## src/rtl/assert_macros.svh

```systemverilog
// Assertion macros shared by the RTL files of the DFU request block.
`ifndef ASSERT_MACROS_SVH
`define ASSERT_MACROS_SVH

// Clocked property, switched off while reset is held.
`define ASSERT_CLK(lbl, clk, rst_n, prop) \
    lbl: assert property (@(posedge clk) disable iff (!rst_n) (prop)) \
    else $error("assertion failed");

// Clocked same-cycle implication, switched off while reset is held.
`define ASSERT_IMPLY(lbl, clk, rst_n, ante, cons) \
    lbl: assert property (@(posedge clk) disable iff (!rst_n) (ante) |-> (cons)) \
    else $error("implication failed");

`endif

```

## src/rtl/dfu_pkg.sv

```systemverilog
// Types, codes and helper functions of the DFU request block.
`default_nettype none

package dfu_pkg;

    // Opcodes of the incoming item.
    typedef enum logic [3:0] {
        OP_GETSTATUS = 4'd0,
        OP_GETSTATE  = 4'd1,
        OP_DNLOAD    = 4'd2,
        OP_UPLOAD    = 4'd3,
        OP_CLRSTATUS = 4'd4,
        OP_OTHER     = 4'd5,
        OP_PAYLOAD   = 4'd6,
        OP_FLASHDONE = 4'd7,
        OP_MANIFEST  = 4'd8
    } t_op;

    // Internal protocol state, one-hot.
    typedef enum logic [5:0] {
        ST_IDLE     = 6'b000001,
        ST_SYNC     = 6'b000010,
        ST_BUSY     = 6'b000100,
        ST_DLIDLE   = 6'b001000,
        ST_MANIFEST = 6'b010000,
        ST_ERROR    = 6'b100000
    } t_state;

    // Configuration register indexes.
    localparam int CFG_IDX_W = 2;
    typedef enum logic [CFG_IDX_W-1:0] {
        CFG_APP_BASE   = 2'd0,
        CFG_FLASH_END  = 2'd1,
        CFG_POLL_ERASE = 2'd2,
        CFG_POLL_PROG  = 2'd3
    } t_cfg_idx;

    // DFU state codes as reported to the host.
    localparam logic [3:0] DFU_IDLE     = 4'd2;
    localparam logic [3:0] DFU_SYNC     = 4'd3;
    localparam logic [3:0] DFU_BUSY     = 4'd4;
    localparam logic [3:0] DFU_DLIDLE   = 4'd5;
    localparam logic [3:0] DFU_MANIFEST = 4'd7;
    localparam logic [3:0] DFU_ERROR    = 4'd10;

    // Status codes.
    localparam logic [1:0] STAT_OK      = 2'd0;
    localparam logic [1:0] STAT_VERIFY  = 2'd1;
    localparam logic [1:0] STAT_ADDRESS = 2'd2;

    // Transport actions.
    localparam logic [1:0] ACT_ACK     = 2'd0;
    localparam logic [1:0] ACT_REPLY   = 2'd1;
    localparam logic [1:0] ACT_CAPTURE = 2'd2;

    // Reply sources.
    localparam logic [1:0] SRC_STATUS = 2'd0;
    localparam logic [1:0] SRC_STATE  = 2'd1;
    localparam logic [1:0] SRC_FLASH  = 2'd2;

    localparam logic [7:0] MANIFEST_POLL  = 8'd100;
    localparam logic [6:0] STATUS_REC_LEN = 7'd6;

    // Configuration reset values.
    localparam logic [31:0] APP_BASE_RST   = 32'd4096;
    localparam logic [31:0] FLASH_END_RST  = 32'd16384;
    localparam logic [7:0]  POLL_ERASE_RST = 8'd5;
    localparam logic [7:0]  POLL_PROG_RST  = 8'd2;

    typedef struct packed {
        logic [3:0]  opcode;
        logic [15:0] block_number;
        logic [15:0] request_length;
        logic        image_valid;
    } t_req;

    typedef struct packed {
        logic [1:0]  action;
        logic [6:0]  reply_len;
        logic [1:0]  reply_source;
        logic [1:0]  status_code;
        logic [3:0]  dfu_state;
        logic [7:0]  poll_ms;
        logic [31:0] mem_addr;
        logic        flash_go;
        logic [6:0]  write_len;
        logic        reboot;
    } t_res;

    // Maps the one-hot state to the code the host sees.
    function automatic logic [3:0] state_code(input t_state s);
        case (s)
            ST_IDLE:     state_code = DFU_IDLE;
            ST_SYNC:     state_code = DFU_SYNC;
            ST_BUSY:     state_code = DFU_BUSY;
            ST_DLIDLE:   state_code = DFU_DLIDLE;
            ST_MANIFEST: state_code = DFU_MANIFEST;
            default:     state_code = DFU_ERROR;
        endcase
    endfunction

endpackage

`default_nettype wire

```

## src/rtl/dfu_if.sv

```systemverilog
// Valid/ready channel interfaces for requests and results of the DFU block.
`default_nettype none

interface dfu_req_if;
    logic           valid;
    logic           ready;
    dfu_pkg::t_req  data;

    modport source (output valid, output data, input ready);
    modport sink   (input valid, input data, output ready);
endinterface

interface dfu_res_if;
    logic           valid;
    logic           ready;
    dfu_pkg::t_res  data;

    modport source (output valid, output data, input ready);
    modport sink   (input valid, input data, output ready);
endinterface

`default_nettype wire

```

## src/rtl/dfu_request_state_machine.sv

```systemverilog
// Top level of the USB DFU 1.1 device-side request state machine.
//
// Usage: decoded DFU class requests and local events (payload captured,
// flash write done, manifest check) arrive as items on the i_req channel.
// Each accepted item produces exactly one result item on o_res, carrying
// the transport action, reply length and source, memory address, flash
// write start with its byte count, and a reboot strobe.
// The result is registered at the edge that accepts the item. One item
// is taken every cycle while the output side drains and no remainder
// pause runs. When PAGE_BYTES is not a power of two, a download that sets
// a new block address starts a two-stage reciprocal remainder unit that
// holds i_req.ready low while it runs; with a power-of-two page size no pause occurs.
// If the receiver stalls, one more result is held in a skid register and
// i_req.ready drops only once both output registers are full.
// The configuration port (i_cfg_we, i_cfg_idx, i_cfg_wdata) writes the flash window
// and poll timeouts; the user must write it only while the block is idle (not enforced).
// Synchronous reset returns the block to dfuIDLE with status OK, no
// pending block, and the configuration registers at their defaults.
`default_nettype none
`include "assert_macros.svh"

module dfu_request_state_machine #(
    parameter int BLOCK_BYTES = 64,
    parameter int PAGE_BYTES  = 64
) (
    input  logic                           i_clk,
    input  logic                           i_rst_n,
    input  logic                           i_cfg_we,
    input  logic [dfu_pkg::CFG_IDX_W-1:0]  i_cfg_idx,
    input  logic [31:0]                    i_cfg_wdata,
    dfu_req_if.sink                        i_req,
    dfu_res_if.source                      o_res
);

    localparam bit PAGE_POW2 = ((PAGE_BYTES & (PAGE_BYTES - 1)) == 0);
    localparam int PAGE_W    = $clog2(PAGE_BYTES);

    // Configuration registers.
    logic [31:0] r_app_base;
    logic [31:0] r_flash_end;
    logic [7:0]  r_poll_erase;
    logic [7:0]  r_poll_prog;

    // Protocol state and its next values.
    dfu_pkg::t_state r_state, n_state;
    logic [1:0]      r_status, n_status;
    logic [7:0]      r_poll, n_poll;
    logic [31:0]     r_pend_addr, n_pend_addr;
    logic [6:0]      r_pend_cnt, n_pend_cnt;
    logic            r_flash_armed, n_flash_armed;
    logic            r_man_armed, n_man_armed;
    logic            r_pay_ready, n_pay_ready;

    // True when the pending block address is page aligned.
    logic            r_aligned;

    dfu_pkg::t_req   req;
    dfu_pkg::t_res   n_res;
    logic            acc;
    logic            skid_ready;
    logic            rem_busy;
    logic            ld_block;

    // Address arithmetic, kept one or two bits wider than 32 so that the
    // guard compares never wrap.
    logic [32:0]     blk_off;
    logic [32:0]     addr;
    logic [33:0]     blk_end;
    logic [33:0]     flash_end_x;
    logic [15:0]     up_n;
    logic [33:0]     up_end;
    logic [32:0]     up_room;
    logic [15:0]     up_len;
    logic            dn_bad;

    assign req         = i_req.data;
    assign i_req.ready = skid_ready && !rem_busy;
    assign acc         = i_req.valid && i_req.ready;

    always_ff @(posedge i_clk) begin
        if (!i_rst_n) begin
            r_app_base   <= dfu_pkg::APP_BASE_RST;
            r_flash_end  <= dfu_pkg::FLASH_END_RST;
            r_poll_erase <= dfu_pkg::POLL_ERASE_RST;
            r_poll_prog  <= dfu_pkg::POLL_PROG_RST;
        end else if (i_cfg_we) begin
            case (i_cfg_idx)
                dfu_pkg::CFG_APP_BASE:   r_app_base   <= i_cfg_wdata;
                dfu_pkg::CFG_FLASH_END:  r_flash_end  <= i_cfg_wdata;
                dfu_pkg::CFG_POLL_ERASE: r_poll_erase <= i_cfg_wdata[7:0];
                dfu_pkg::CFG_POLL_PROG:  r_poll_prog  <= i_cfg_wdata[7:0];
                default: begin
                end
            endcase
        end
    end

    // Block address and the window checks of download and upload.
    always_comb begin
        blk_off     = 33'(req.block_number) * 33'(BLOCK_BYTES);
        addr        = {1'b0, r_app_base} + blk_off;
        blk_end     = {1'b0, addr} + 34'(BLOCK_BYTES);
        flash_end_x = {2'b00, r_flash_end};
        dn_bad      = (req.request_length > 16'(BLOCK_BYTES)) || (blk_end > flash_end_x);

        up_n    = (req.request_length < 16'(BLOCK_BYTES)) ? req.request_length
                                                           : 16'(BLOCK_BYTES);
        up_end  = {1'b0, addr} + 34'(up_n);
        up_room = {1'b0, r_flash_end} - addr;
        if (addr >= {1'b0, r_flash_end}) begin
            up_len = '0;
        end else if (up_end > flash_end_x) begin
            // Clipped reads are shorter than a block, so the low bits suffice.
            up_len = up_room[15:0];
        end else begin
            up_len = up_n;
        end
    end

    // One step of the request state machine.
    always_comb begin
        n_state       = r_state;
        n_status      = r_status;
        n_poll        = r_poll;
        n_pend_addr   = r_pend_addr;
        n_pend_cnt    = r_pend_cnt;
        n_flash_armed = r_flash_armed;
        n_man_armed   = r_man_armed;
        n_pay_ready   = r_pay_ready;
        n_res         = '0;
        ld_block      = 1'b0;

        case (req.opcode)
            dfu_pkg::OP_GETSTATUS: begin
                // GETSTATUS in dnload-sync arms the pending block and reports busy.
                if (r_state == dfu_pkg::ST_SYNC && r_pend_addr != '0) begin
                    n_status      = dfu_pkg::STAT_OK;
                    n_poll        = r_aligned ? r_poll_erase : r_poll_prog;
                    n_state       = dfu_pkg::ST_BUSY;
                    n_flash_armed = !r_pay_ready;
                    if (r_pay_ready) begin
                        n_pay_ready     = 1'b0;
                        n_res.flash_go  = 1'b1;
                        n_res.mem_addr  = r_pend_addr;
                        n_res.write_len = r_pend_cnt;
                    end
                end
                n_res.action       = dfu_pkg::ACT_REPLY;
                n_res.reply_len    = (req.request_length < 16'(dfu_pkg::STATUS_REC_LEN))
                                     ? req.request_length[6:0] : dfu_pkg::STATUS_REC_LEN;
                n_res.reply_source = dfu_pkg::SRC_STATUS;
            end
            dfu_pkg::OP_GETSTATE: begin
                n_res.action       = dfu_pkg::ACT_REPLY;
                n_res.reply_len    = {6'd0, (req.request_length != '0)};
                n_res.reply_source = dfu_pkg::SRC_STATE;
            end
            dfu_pkg::OP_DNLOAD: begin
                if (req.request_length != '0) begin
                    if (dn_bad) begin
                        n_status = dfu_pkg::STAT_ADDRESS;
                        n_state  = dfu_pkg::ST_ERROR;
                    end else begin
                        n_flash_armed = 1'b0;
                        n_pay_ready   = 1'b0;
                        n_pend_addr   = addr[31:0];
                        n_pend_cnt    = req.request_length[6:0];
                        n_state       = dfu_pkg::ST_SYNC;
                        n_res.action  = dfu_pkg::ACT_CAPTURE;
                        ld_block      = 1'b1;
                    end
                end else begin
                    // A zero-length download ends the image and enters manifest.
                    n_status    = dfu_pkg::STAT_OK;
                    n_poll      = dfu_pkg::MANIFEST_POLL;
                    n_state     = dfu_pkg::ST_MANIFEST;
                    n_man_armed = 1'b1;
                end
            end
            dfu_pkg::OP_UPLOAD: begin
                n_res.action       = dfu_pkg::ACT_REPLY;
                n_res.reply_len    = up_len[6:0];
                n_res.reply_source = dfu_pkg::SRC_FLASH;
                n_res.mem_addr     = addr[31:0];
            end
            dfu_pkg::OP_CLRSTATUS: begin
                n_status      = dfu_pkg::STAT_OK;
                n_poll        = '0;
                n_state       = dfu_pkg::ST_IDLE;
                n_pend_addr   = '0;
                n_flash_armed = 1'b0;
                n_man_armed   = 1'b0;
                n_pay_ready   = 1'b0;
            end
            dfu_pkg::OP_PAYLOAD: begin
                if ((r_state inside {dfu_pkg::ST_SYNC, dfu_pkg::ST_BUSY})
                        && r_pend_addr != '0) begin
                    n_pay_ready   = !r_flash_armed;
                    n_flash_armed = 1'b0;
                    if (r_flash_armed) begin
                        n_res.flash_go  = 1'b1;
                        n_res.mem_addr  = r_pend_addr;
                        n_res.write_len = r_pend_cnt;
                    end
                end
            end
            dfu_pkg::OP_FLASHDONE: begin
                if (r_state == dfu_pkg::ST_BUSY && !r_flash_armed) begin
                    n_pend_addr = '0;
                    n_status    = dfu_pkg::STAT_OK;
                    n_poll      = '0;
                    n_state     = dfu_pkg::ST_DLIDLE;
                end
            end
            dfu_pkg::OP_MANIFEST: begin
                if (r_man_armed) begin
                    n_man_armed = 1'b0;
                    if (req.image_valid) begin
                        n_res.reboot = 1'b1;
                    end else begin
                        n_status = dfu_pkg::STAT_VERIFY;
                        n_state  = dfu_pkg::ST_ERROR;
                    end
                end
            end
            default: begin
                // Other and undefined requests are acknowledged without change.
            end
        endcase

        n_res.status_code = n_status;
        n_res.dfu_state   = dfu_pkg::state_code(n_state);
        n_res.poll_ms     = n_poll;
    end

    always_ff @(posedge i_clk) begin
        if (!i_rst_n) begin
            r_state       <= dfu_pkg::ST_IDLE;
            r_status      <= dfu_pkg::STAT_OK;
            r_poll        <= '0;
            r_pend_addr   <= '0;
            r_pend_cnt    <= '0;
            r_flash_armed <= 1'b0;
            r_man_armed   <= 1'b0;
            r_pay_ready   <= 1'b0;
        end else if (acc) begin
            r_state       <= n_state;
            r_status      <= n_status;
            r_poll        <= n_poll;
            r_pend_addr   <= n_pend_addr;
            r_pend_cnt    <= n_pend_cnt;
            r_flash_armed <= n_flash_armed;
            r_man_armed   <= n_man_armed;
            r_pay_ready   <= n_pay_ready;
        end
    end

    // Page alignment of the pending block, needed by the next GETSTATUS.
    generate
        if (PAGE_POW2) begin : g_align_mask
            assign rem_busy = 1'b0;

            always_ff @(posedge i_clk) begin
                if (acc && ld_block) begin
                    r_aligned <= (addr[PAGE_W-1:0] == '0);
                end
            end
        end else begin : g_align_recip
            // Scaled reciprocal of the page size; the quotient taken from it is
            // exact for every 32-bit address.
            localparam logic [32:0] RECIP = 33'(((64'd1 << (32 + PAGE_W))
                                                 + 64'(PAGE_BYTES - 1)) / 64'(PAGE_BYTES));

            logic        r_rem_s1;
            logic        r_rem_s2;
            logic [31:0] r_rem_x;
            logic [31:0] r_rem_q;
            logic [64:0] rem_prod;

            assign rem_busy = r_rem_s1 || r_rem_s2;
            assign rem_prod = 65'(r_rem_x) * 65'(RECIP);

            // First stage forms the quotient, second compares its multiple
            // of the page size with the address.
            always_ff @(posedge i_clk) begin
                if (!i_rst_n) begin
                    r_rem_s1 <= 1'b0;
                    r_rem_s2 <= 1'b0;
                end else begin
                    r_rem_s1 <= acc && ld_block;
                    r_rem_s2 <= r_rem_s1;
                end
            end

            always_ff @(posedge i_clk) begin
                if (acc && ld_block) begin
                    r_rem_x <= addr[31:0];
                end
                if (r_rem_s1) begin
                    r_rem_q <= 32'(rem_prod >> (32 + PAGE_W));
                end
                if (r_rem_s2) begin
                    r_aligned <= (32'(r_rem_q * 32'(PAGE_BYTES)) == r_rem_x);
                end
            end
        end
    endgenerate

    dfu_skid u_skid (
        .i_clk   (i_clk),
        .i_rst_n (i_rst_n),
        .i_push  (acc),
        .i_item  (n_res),
        .o_ready (skid_ready),
        .o_res   (o_res)
    );

    `ASSERT_IMPLY(a_go_in_busy, i_clk, i_rst_n, acc && n_res.flash_go,
                  n_res.dfu_state == dfu_pkg::DFU_BUSY)
    `ASSERT_IMPLY(a_reboot_armed, i_clk, i_rst_n, acc && n_res.reboot,
                  r_man_armed && !n_man_armed)
    `ASSERT_CLK(a_capture_sync, i_clk, i_rst_n,
                acc && n_res.action == dfu_pkg::ACT_CAPTURE |=> r_state == dfu_pkg::ST_SYNC)

endmodule

`default_nettype wire

```

## src/rtl/dfu_skid.sv

```systemverilog
// Two-entry output register with skid stage for the DFU result channel.
`default_nettype none
`include "assert_macros.svh"

module dfu_skid (
    input  logic          i_clk,
    input  logic          i_rst_n,
    input  logic          i_push,
    input  dfu_pkg::t_res i_item,
    output logic          o_ready,
    dfu_res_if.source     o_res
);

    logic          r_main_v;
    logic          r_skid_v;
    dfu_pkg::t_res r_main;
    dfu_pkg::t_res r_skid;
    logic          take;

    assign take        = r_main_v && o_res.ready;
    assign o_ready     = !r_skid_v;
    assign o_res.valid = r_main_v;
    assign o_res.data  = r_main;

    always_ff @(posedge i_clk) begin
        if (!i_rst_n) begin
            r_main_v <= 1'b0;
            r_skid_v <= 1'b0;
        end else if (take) begin
            if (r_skid_v) begin
                r_skid_v <= 1'b0;
            end else begin
                r_main_v <= i_push;
            end
        end else if (i_push) begin
            if (r_main_v) begin
                r_skid_v <= 1'b1;
            end else begin
                r_main_v <= 1'b1;
            end
        end
    end

    always_ff @(posedge i_clk) begin
        if (take) begin
            if (r_skid_v) begin
                r_main <= r_skid;
            end else if (i_push) begin
                r_main <= i_item;
            end
        end else if (i_push) begin
            if (r_main_v) begin
                r_skid <= i_item;
            end else begin
                r_main <= i_item;
            end
        end
    end

    `ASSERT_IMPLY(a_skid_needs_main, i_clk, i_rst_n, r_skid_v, r_main_v)
    `ASSERT_CLK(a_push_has_room, i_clk, i_rst_n, i_push |-> !r_skid_v)
    `ASSERT_CLK(a_hold_on_stall, i_clk, i_rst_n,
                o_res.valid && !o_res.ready |=> o_res.valid && $stable(o_res.data))

endmodule

`default_nettype wire
```

## src/flat_wrapper.sv

```systemverilog
// flat-port wrapper written by rule: the top's interface ports become plain ports
module dfu_request_state_machine_flat 
#(
    parameter int BLOCK_BYTES = 64,
    parameter int PAGE_BYTES  = 64
)
  (i_clk, i_rst_n, i_cfg_we, i_cfg_idx, i_cfg_wdata, i_req_valid, i_req_data, i_req_ready, o_res_valid, o_res_data, o_res_ready);
  dfu_req_if i_req_i ();
  dfu_res_if o_res_i ();
  input  logic i_clk;
  input  logic i_rst_n;
  input  logic i_cfg_we;
  input  logic [dfu_pkg::CFG_IDX_W-1:0] i_cfg_idx;
  input  logic [31:0] i_cfg_wdata;
  input wire logic [$bits(i_req_i.valid)-1:0] i_req_valid;
  input wire logic [$bits(i_req_i.data)-1:0] i_req_data;
  output wire logic [$bits(i_req_i.ready)-1:0] i_req_ready;
  output wire logic [$bits(o_res_i.valid)-1:0] o_res_valid;
  output wire logic [$bits(o_res_i.data)-1:0] o_res_data;
  input wire logic [$bits(o_res_i.ready)-1:0] o_res_ready;
  assign i_req_i.valid = i_req_valid;
  assign i_req_i.data = i_req_data;
  assign i_req_ready = i_req_i.ready;
  assign o_res_valid = o_res_i.valid;
  assign o_res_data = o_res_i.data;
  assign o_res_i.ready = o_res_ready;
  dfu_request_state_machine #(.BLOCK_BYTES(BLOCK_BYTES), .PAGE_BYTES(PAGE_BYTES)) u_core (.i_clk(i_clk), .i_rst_n(i_rst_n), .i_cfg_we(i_cfg_we), .i_cfg_idx(i_cfg_idx), .i_cfg_wdata(i_cfg_wdata), .i_req(i_req_i), .o_res(o_res_i));
endmodule
```

## config.mk

```make
export PLATFORM = sky130hd
export DESIGN_NAME = dfu_request_state_machine_flat
export DESIGN_NICKNAME = d
export VERILOG_FILES = /design/src/rtl/dfu_pkg.sv /design/src/rtl/dfu_if.sv /design/src/rtl/dfu_request_state_machine.sv /design/src/rtl/dfu_skid.sv /design/src/flat_wrapper.sv
export VERILOG_INCLUDE_DIRS = /design/src /design/src/rtl
export SDC_FILE = /design/constraint.sdc
export NUM_CORES = 1
export LEC_CHECK = 0
export BUFFER_PORTS_ARGS = -buffer_cell sky130_fd_sc_hd__buf_2
export CORE_UTILIZATION = 35
export CTS_CLUSTER_DIAMETER = 120
export DETAILED_ROUTE_END_ITERATION = 7
export HOLD_SLACK_MARGIN = 0.02
export PLACE_DENSITY = 0.59
export SYNTH_ARGS = -nofsm -noshare
export SYNTH_HDL_FRONTEND = slang
export SYNTH_SLANG_ARGS = --single-unit
```

## constraint.sdc

```tcl
create_clock -name i_clk -period 20.6 [get_ports i_clk]
set_input_delay 6.18 -clock i_clk [delete_from_list [all_inputs] [get_ports i_clk]]
set_output_delay 6.18 -clock i_clk [all_outputs]
set_load 0.1 [all_outputs]
```

==> results of run 1 <==
==> final timing paths <==
| check | cells past startpoint | slack [ns] | to | from |
|---|---|---|---|---|
| worst max register to register | 26 | 13.42 | u_core.u_skid.o_res.data[58] | u_core.r_app_base[6] |
| worst max-delay path | 27 | 8.02 | u_core.u_skid.o_res.data[58] | i_req_data[17] |
| worst min-delay path | 2 | 0.45 | u_core.r_pend_cnt[6] | u_core.r_pend_cnt[6] |
| worst min register to register | 2 | 0.45 | u_core.r_pend_cnt[6] | u_core.r_pend_cnt[6] |
==> cells in the final DEF (no fill, tap or decap), drive strengths merged, types with 6 or more instances in the layout <==
cell type  netlist  final
nor3b           10     10
clkinv           0     11
nor4            17     17
a22o            20     20
o21ai           74     74
or3              6      6
nand3           42     42
o21a            19     19
buf             17    159
nor3            20     20
inv             70     72
ha             129    129
a31oi            7      7
xnor2           51     51
and3            18     18
o211a           14     14
conb             1      9
a21boi          89     89
a21oi           70     70
a21o            31     31
a2111oi          6      6
o31ai            6      6
or2              8      8
edfxtp         133    133
and4             8      8
mux2            46     46
nand4           27     27
and2            27     27
nor2           114    114
o211ai          14     14
nor2b           18     18
clkbuf          65     41
a211oi          13     13
nand2          354    354
dfxtp          140    140
xor2            22     22
mux2i           45     45
nand2b          12     12
==> cell type report <==
class                           instances  share of cell area [%]
Multi-Input combinational cell       1414                    50.0
Sequential cell                       273                    35.5
Timing Repair Buffer                  159                    4.38
Clock buffer                           41                    4.24
Tap cell                              615                    4.02
Inverter                               70                    1.37
Clock inverter                         15                   0.490
==> worst max-delay path, stage by stage <==
cell and delay, ns:
buf_2 0.10, ha_1 0.23, fa_1 0.43, a211o_1 0.38
a2111o_1 0.47, a21oi_1 0.19, xor2_1 0.52, inv_1 0.24
ha_1 0.39, or2_2 0.31, a21oi_1 0.21, a21oi_1 0.12
and3_1 0.29, nand2_1 0.13, nor2_1 0.06, xnor2_1 0.18
ha_1 0.33, a21o_1 0.16, a21o_1 0.17, a21oi_1 0.21
and3b_1 0.21, nand4_1 0.08, a22oi_1 0.21, and2_1 0.20
o21a_1 0.38, mux2i_1 0.29, o221ai_1 0.19
==> Yosys cell counts, types with 50 or more instances <==
library cell	instances	area [µm²]
a21boi_0	86	646
nand2_1	354	1330
o21ai_0	69	345
nor2_1	114	428
clkbuf_1	65	244
dfxtp_1	140	2800
a21oi_1	69	345
edfxtp_1	133	3990
ha_1	129	1610
inv_1	70	263
xnor2_1	50	438
==> flip-flops by register name, indices dropped and copies added (netlist names) <==
signal / cells
u_core.r_aligned: 1
u_core.r_app_base: 32
u_core.r_flash_armed: 1
u_core.r_flash_end: 32
u_core.r_man_armed: 1
u_core.r_pay_ready: 1
u_core.r_pend_addr: 32
u_core.r_pend_cnt: 7
u_core.r_poll: 8
u_core.r_poll_erase: 8
u_core.r_poll_prog: 8
u_core.r_state: 6
u_core.r_status: 2
u_core.u_skid.o_res.data: 66
u_core.u_skid.o_res.valid: 1
u_core.u_skid.r_skid: 66
u_core.u_skid.r_skid_v: 1
==> power groups by stage <==
| stage | Clock, mW | Combinational (mW) | Sequential (mW) |
|---|---|---|---|
| 6_report | 0.505 | 0.324 | 0.601 |
| 5_1_grt | 0.539 | 0.353 | 0.603 |
| 4_1_cts | 0.520 | 0.323 | 0.601 |
| 3_5_place_dp | 0 | 0.322 | 0.612 |
| 3_3_place_gp | 0 | 0.316 | 0.612 |
| 2_1_floorplan | 0 | 0.173 | 0.680 |
==> logic make-up (layout without fill, tap and decap cells) <==
group | after synthesis | in the layout | synth area share (%)
and+or+nand+nor | 698 | 698 | 19.2
muxes | 91 | 91 | 5.72
adders and majority gates | 132 | 132 | 9.89
AOI/OAI and AO/OA | 411 | 411 | 17.5
buffers and inverters | 152 | 285 | 3.62
xor gates and xnor gates | 73 | 73 | 3.87
DFF | 273 | 273 | 40.2
other | 1 | 9 | 0.0222
==> routing by layer <==
metal	global-route usage (%)	up-vias
met1	28.2	6569
met3	2.20	62
li1	-	6806
met5	0	-
met2	30.5	308
met4	4.93	2
==> stage by stage <==
| stage | power (mW) | util, % |
|---|---|---|
| global route | 1.49 | 40.1 |
| floorplan | 0.854 | - |
| finish | 1.43 | 40.1 |
| detailed placement | 0.934 | 38.2 |
| CTS | 1.44 | 40.1 |
| global placement | 0.928 | 38.2 |
==> results.cfg, run 1 <==
[clock_tree]
clk_pin_slew_ns = 0.06
numCtsBuffers = 30
cts_sinks = 273
cts_setup_buffers = 0
clkLatencyLatePin_ns = 0.58
ctsHoldBuffers = 0
clk_path_buf_depth = 3
root_buffer = clkbuf_16
cts_resized = 0
cts_tree = done
htreeDepth = 1

[logic_synthesis]
synth.distinct_cells = 94
ys_warn_count = 0
ys_seq_area_share_pct = 40.2
synth_flop_cell = dfxtp_1
synth-async-reset-ratio_pct = 0
postSynthCellCount = 1831
syn_avg_cell_area_um2 = 9.24
synth-seq-cells = 273
syn-cell-area_um2 = 16900
synth_edf_count = 133

[worst_setup_path]
cp-start-kind = primary input
end_kind = flip-flop
cp_data_required_time_ns = 20.88
crit_type = in2reg
worstPathArrival_ns = 12.86
cp_max_fo = 7

[detailed_routing]
wl_met2_um = 21000
drt_wl_total_um = 48500
antenna_left = 0
wl_met1_um = 24400
vias_per_cell = 5.31
wl_met3_um = 2090
route.detailed.drc = 0
drtIter0Drc = 975
vias = 13747
wire_per_inst_um = 18.7
highest_layer = met5
firstDrtPassIters = 5

[floorplan]
num_rows = 80
ios = 144
coreArea_um2 = 47700
design.die.area_um2 = 49200
die_h_um = 222
die_w_um = 222
start_util_pct = 35.4

[timing]
setup_violations = 0
finalHoldViolCount = 0
drv_slew = 0
tightestPinTransition_ns = 1.04
grt_setup_unrepaired = no
min_period_ns = 12.58
skew_ns = 0.0113
whs_ns = 0.447
setup_tns_ns = 0
period_share_pct = 61.1
fin_ws_ns = 8.02
fmax_ghz = 0.0795
max_slew_margin_pct = 30.3

[place]
dp.cells = 2531
placed_area_um2 = 18200
globalplace.congestion = 0.930
port_buffers = 143
hpwl_um = 37000
place_ws_ns = 7.49

[power]
combPwrFrac_pct = 22.7
pwr-share-seq_pct = 42.0
pwr-share-clk_pct = 35.3
power_density_nw_per_um2 = 74.7
p_int_mw = 0.967
power_switching_mw = 0.463
peakVddDrop_v = 0.0000532
switching_share_pct = 32.4
power_leakage_nw = 7.66

[cells_and_area]
antennaDiodeCount = 0
area_delta_synth_final_pct = 13.1
drive_gt1_share_pct = 14.5
layout.area.seq_um2 = 6800
final_cells = 2587
multiInputGateArea_um2 = 9570
nNetsFinal = 2156
stdcell_area_um2 = 19100
fillers = 4727

[global_route]
gr-total-overflow = 0
grt_pass1_wl_um = 76300
grt_pass1_vias = 13466
track_usage_pct = 19.4
grt_max_degree = 78
antenna_found_initial = 1

[min_path]
hold_class = reg2reg

[run_status]
status = finished, final reports clean

[job]
drv_cap = 0
No activity file was read; power rests on OpenSTA's default activity.
==> run 2, diff against run 1 <==
--- a/config.mk
+++ b/config.mk
@@ -6,12 +6,13 @@
 export SDC_FILE = /design/constraint.sdc
 export NUM_CORES = 1
 export LEC_CHECK = 0
+export ABC_AREA = 1
 export BUFFER_PORTS_ARGS = -buffer_cell sky130_fd_sc_hd__buf_2
 export CORE_UTILIZATION = 35
 export CTS_CLUSTER_DIAMETER = 120
 export DETAILED_ROUTE_END_ITERATION = 7
 export HOLD_SLACK_MARGIN = 0.02
-export PLACE_DENSITY = 0.59
+export PLACE_DENSITY = 0.61
 export SYNTH_ARGS = -nofsm -noshare
 export SYNTH_HDL_FRONTEND = slang
 export SYNTH_SLANG_ARGS = --single-unit
==> constraint.sdc (replaced) <==
create_clock -name i_clk -period 10.8 [get_ports i_clk]
set_input_delay 3.24 -clock i_clk [delete_from_list [all_inputs] [get_ports i_clk]]
set_output_delay 3.24 -clock i_clk [all_outputs]
set_load 0.1 [all_outputs]
==> run 2 against run 1 <==
Against the previous run:
- final cell count increased by 13%
- die area increased by 1.1%
- worst hold slack improved by 0.012 ns
- critical endpoint is now u_core.u_skid.o_res.data[57]
- largest cell class unchanged
- largest power group is now clock
- highest routed layer is now met4
==> results.cfg, run 2 <==
[timing]
tightestPinTransition_ns = 0.926
setup_violations = 0
setup_tns_ns = 0
drv_slew = 0
fmax_ghz = 0.113
whs_ns = 0.459
period_share_pct = 81.7
grt_setup_unrepaired = no
finalHoldViolCount = 0
max_slew_margin_pct = 38.2
skew_ns = 0.0315
min_period_ns = 8.82

[clock_tree]
clk_path_buf_depth = 3
numCtsBuffers = 35
ctsHoldBuffers = 0
root_buffer = clkbuf_16
cts_resized = 0
clk_pin_slew_ns = 0.06
cts_setup_buffers = 0
cts_sinks = 273
htreeDepth = 2
clkLatencyLatePin_ns = 0.57
cts_tree = done

[global_route]
gr-total-overflow = 0
antenna_found_initial = 0
grt_max_degree = 67
grt_pass1_wl_um = 77900
track_usage_pct = 20.1
grt_pass1_vias = 14057

[worst_setup_path]
crit_family = simple AND/OR/NAND/NOR gates
end_kind = flip-flop
cpMaxStageDelayCell = nor2_1
crit_type = in2reg
path_buf_inv = 4
cp_data_required_time_ns = 11.12
ff2ff_setup_slack_ns = 4.82
worst_path_most_repeated_cell = nand2_1
cp_max_fo = 9
cp-start-kind = primary input
worstPathArrival_ns = 9.14
critPathMaxStageDelay_ns = 0.44

[cells_and_area]
final_cells = 2935
final_cell_mix = 349 x nand2_1, 341 x inv_1, 250 x nor2_1, 178 x a21oi_1, 151 x o21ai_0
final_common_cell = nand2_1
fillers = 4833
nNetsFinal = 2501
area_delta_synth_final_pct = 15.4
drive_gt1_share_pct = 14.4
final_util_pct = 41.2

[power]
power_density_nw_per_um2 = 162
peakVddDrop_v = 0.000110
power_leakage_nw = 9.00
pwr-share-seq_pct = 36.4
combPwrFrac_pct = 23.8
total_power_mw = 3.20
pwr-share-clk_pct = 39.8
switching_share_pct = 32.9
power_switching_mw = 1.05
p_int_mw = 2.15

[place]
hpwl_um = 38800
dp.cells = 2871
port_buffers = 143
globalplace.congestion = 0.944

[detailed_routing]
firstDrtPassIters = 7
drt_wl_total_um = 50300
wire_per_inst_um = 17.1
route.detailed.drc = 0
vias_per_cell = 5.01
vias = 14702
drtIter0Drc = 924
antenna_left = 0

[logic_synthesis]
synth-seq-cells = 273
ys_top_cells_by_count = 349 x nand2_1, 342 x inv_1, 254 x nor2_1
yosys-top-cells-area = edfxtp_1 23%, dfxtp_1 16%, ha_1 9.4%
synth.top_cell.area_share_pct = 23.4
synth_most_common_cell = nand2_1
synth_edf_count = 133
synth.distinct_cells = 60
syn_avg_cell_area_um2 = 7.95
ys_seq_area_share_pct = 39.7
ys_warn_count = 0
synth-async-reset-ratio_pct = 0
yosys.area.top_type = edfxtp_1
syn-cell-area_um2 = 17100
postSynthCellCount = 2152
synth_flop_cell = dfxtp_1

[floorplan]
die_w_um = 223
die_h_um = 223
ios = 144
num_rows = 80
coreArea_um2 = 47900
start_util_pct = 35.7
design.die.area_um2 = 49700

[min_path]
hold_class = reg2reg

[run_status]
status = finished, final reports clean

[job]
drv_cap = 0
-- run 2: cell types whose count changed in the layout (fill, tap and decap cells not counted), sizes merged, moves of 24 or more --
cell    change
inv       +285
nor2      +156
a21oi     +116
a21boi     -89
o21ai      +79
mux2       -46
xnor2      -39
o22ai      +33
xor2       +30
a21o       -29
nand3      +28
and2       -26
a211oi     +24
-- run 2: path summary, 6_finish.rpt --
path                         startpoint                            to  depth (start not counted)
hold / removal    u_core.r_poll_prog[5]         u_core.r_poll_prog[5]                          2
hold reg to reg   u_core.r_poll_prog[5]         u_core.r_poll_prog[5]                          2
setup reg to reg   u_core.r_app_base[6]  u_core.u_skid.o_res.data[57]                         36
setup / recovery         i_req_data[10]  u_core.u_skid.o_res.data[57]                         42
-- run 2: logic make-up after synthesis --
family	share of synthesized area (%)
AO/OA/AOI/OAI	15.2
XOR/XNOR	3.58
AND/OR/NAND/NOR	20.7
flip-flops	39.7
adder cells (fa/ha/maj)	9.79
multiplexers	1.46
buffers and inverters	9.50
other	0.0219
-- run 2: through the flow --
step	area, µm²	worst slack [ns]
detailed placement	18500	1.40
global route	19700	1.25
floorplan	17100	2.94
global placement	18500	1.34
finish	19700	1.98
CTS	19700	1.99
-- run 2: worst min-delay path: cells and delay by family (launching register included) --
family	cells	cell delay (ns)
AOI/OAI and AO/OA	1	0.05
buffers and inverters	1	0.06
DFF	1	0.29
-- run 2: routing by layer --
metal	vias to the layer above	share of wire [%]	global-route usage, %
li1	7419	-	-
met1	6853	45	26.4
met2	354	46	33.3
met3	76	5.7	3.60
met4	0	2.9	6.54
met5	-	0	0
-- run 2: power by group through the flow --
stage,Combinational (mW),Sequential (mW),Clock (mW)
finish,0.761,1.16,1.27
detailed placement,0.752,1.19,0
CTS,0.756,1.16,1.31
global placement,0.745,1.19,0
global route,0.838,1.17,1.34
floorplan,0.423,1.33,0
-- run 2: final cells by class --
class                      instances  area [µm²]  area share [%]
multi-input combinational       1468        8730            44.3
tap                              615         769            3.90
sequential                       273        6800            34.4
timing repair buffer             156         813            4.12
inverter                         359        1350            6.83
clock buffer                      41         928            4.70
clock inverter                    22         340            1.72
antenna                            1        2.50          0.0127
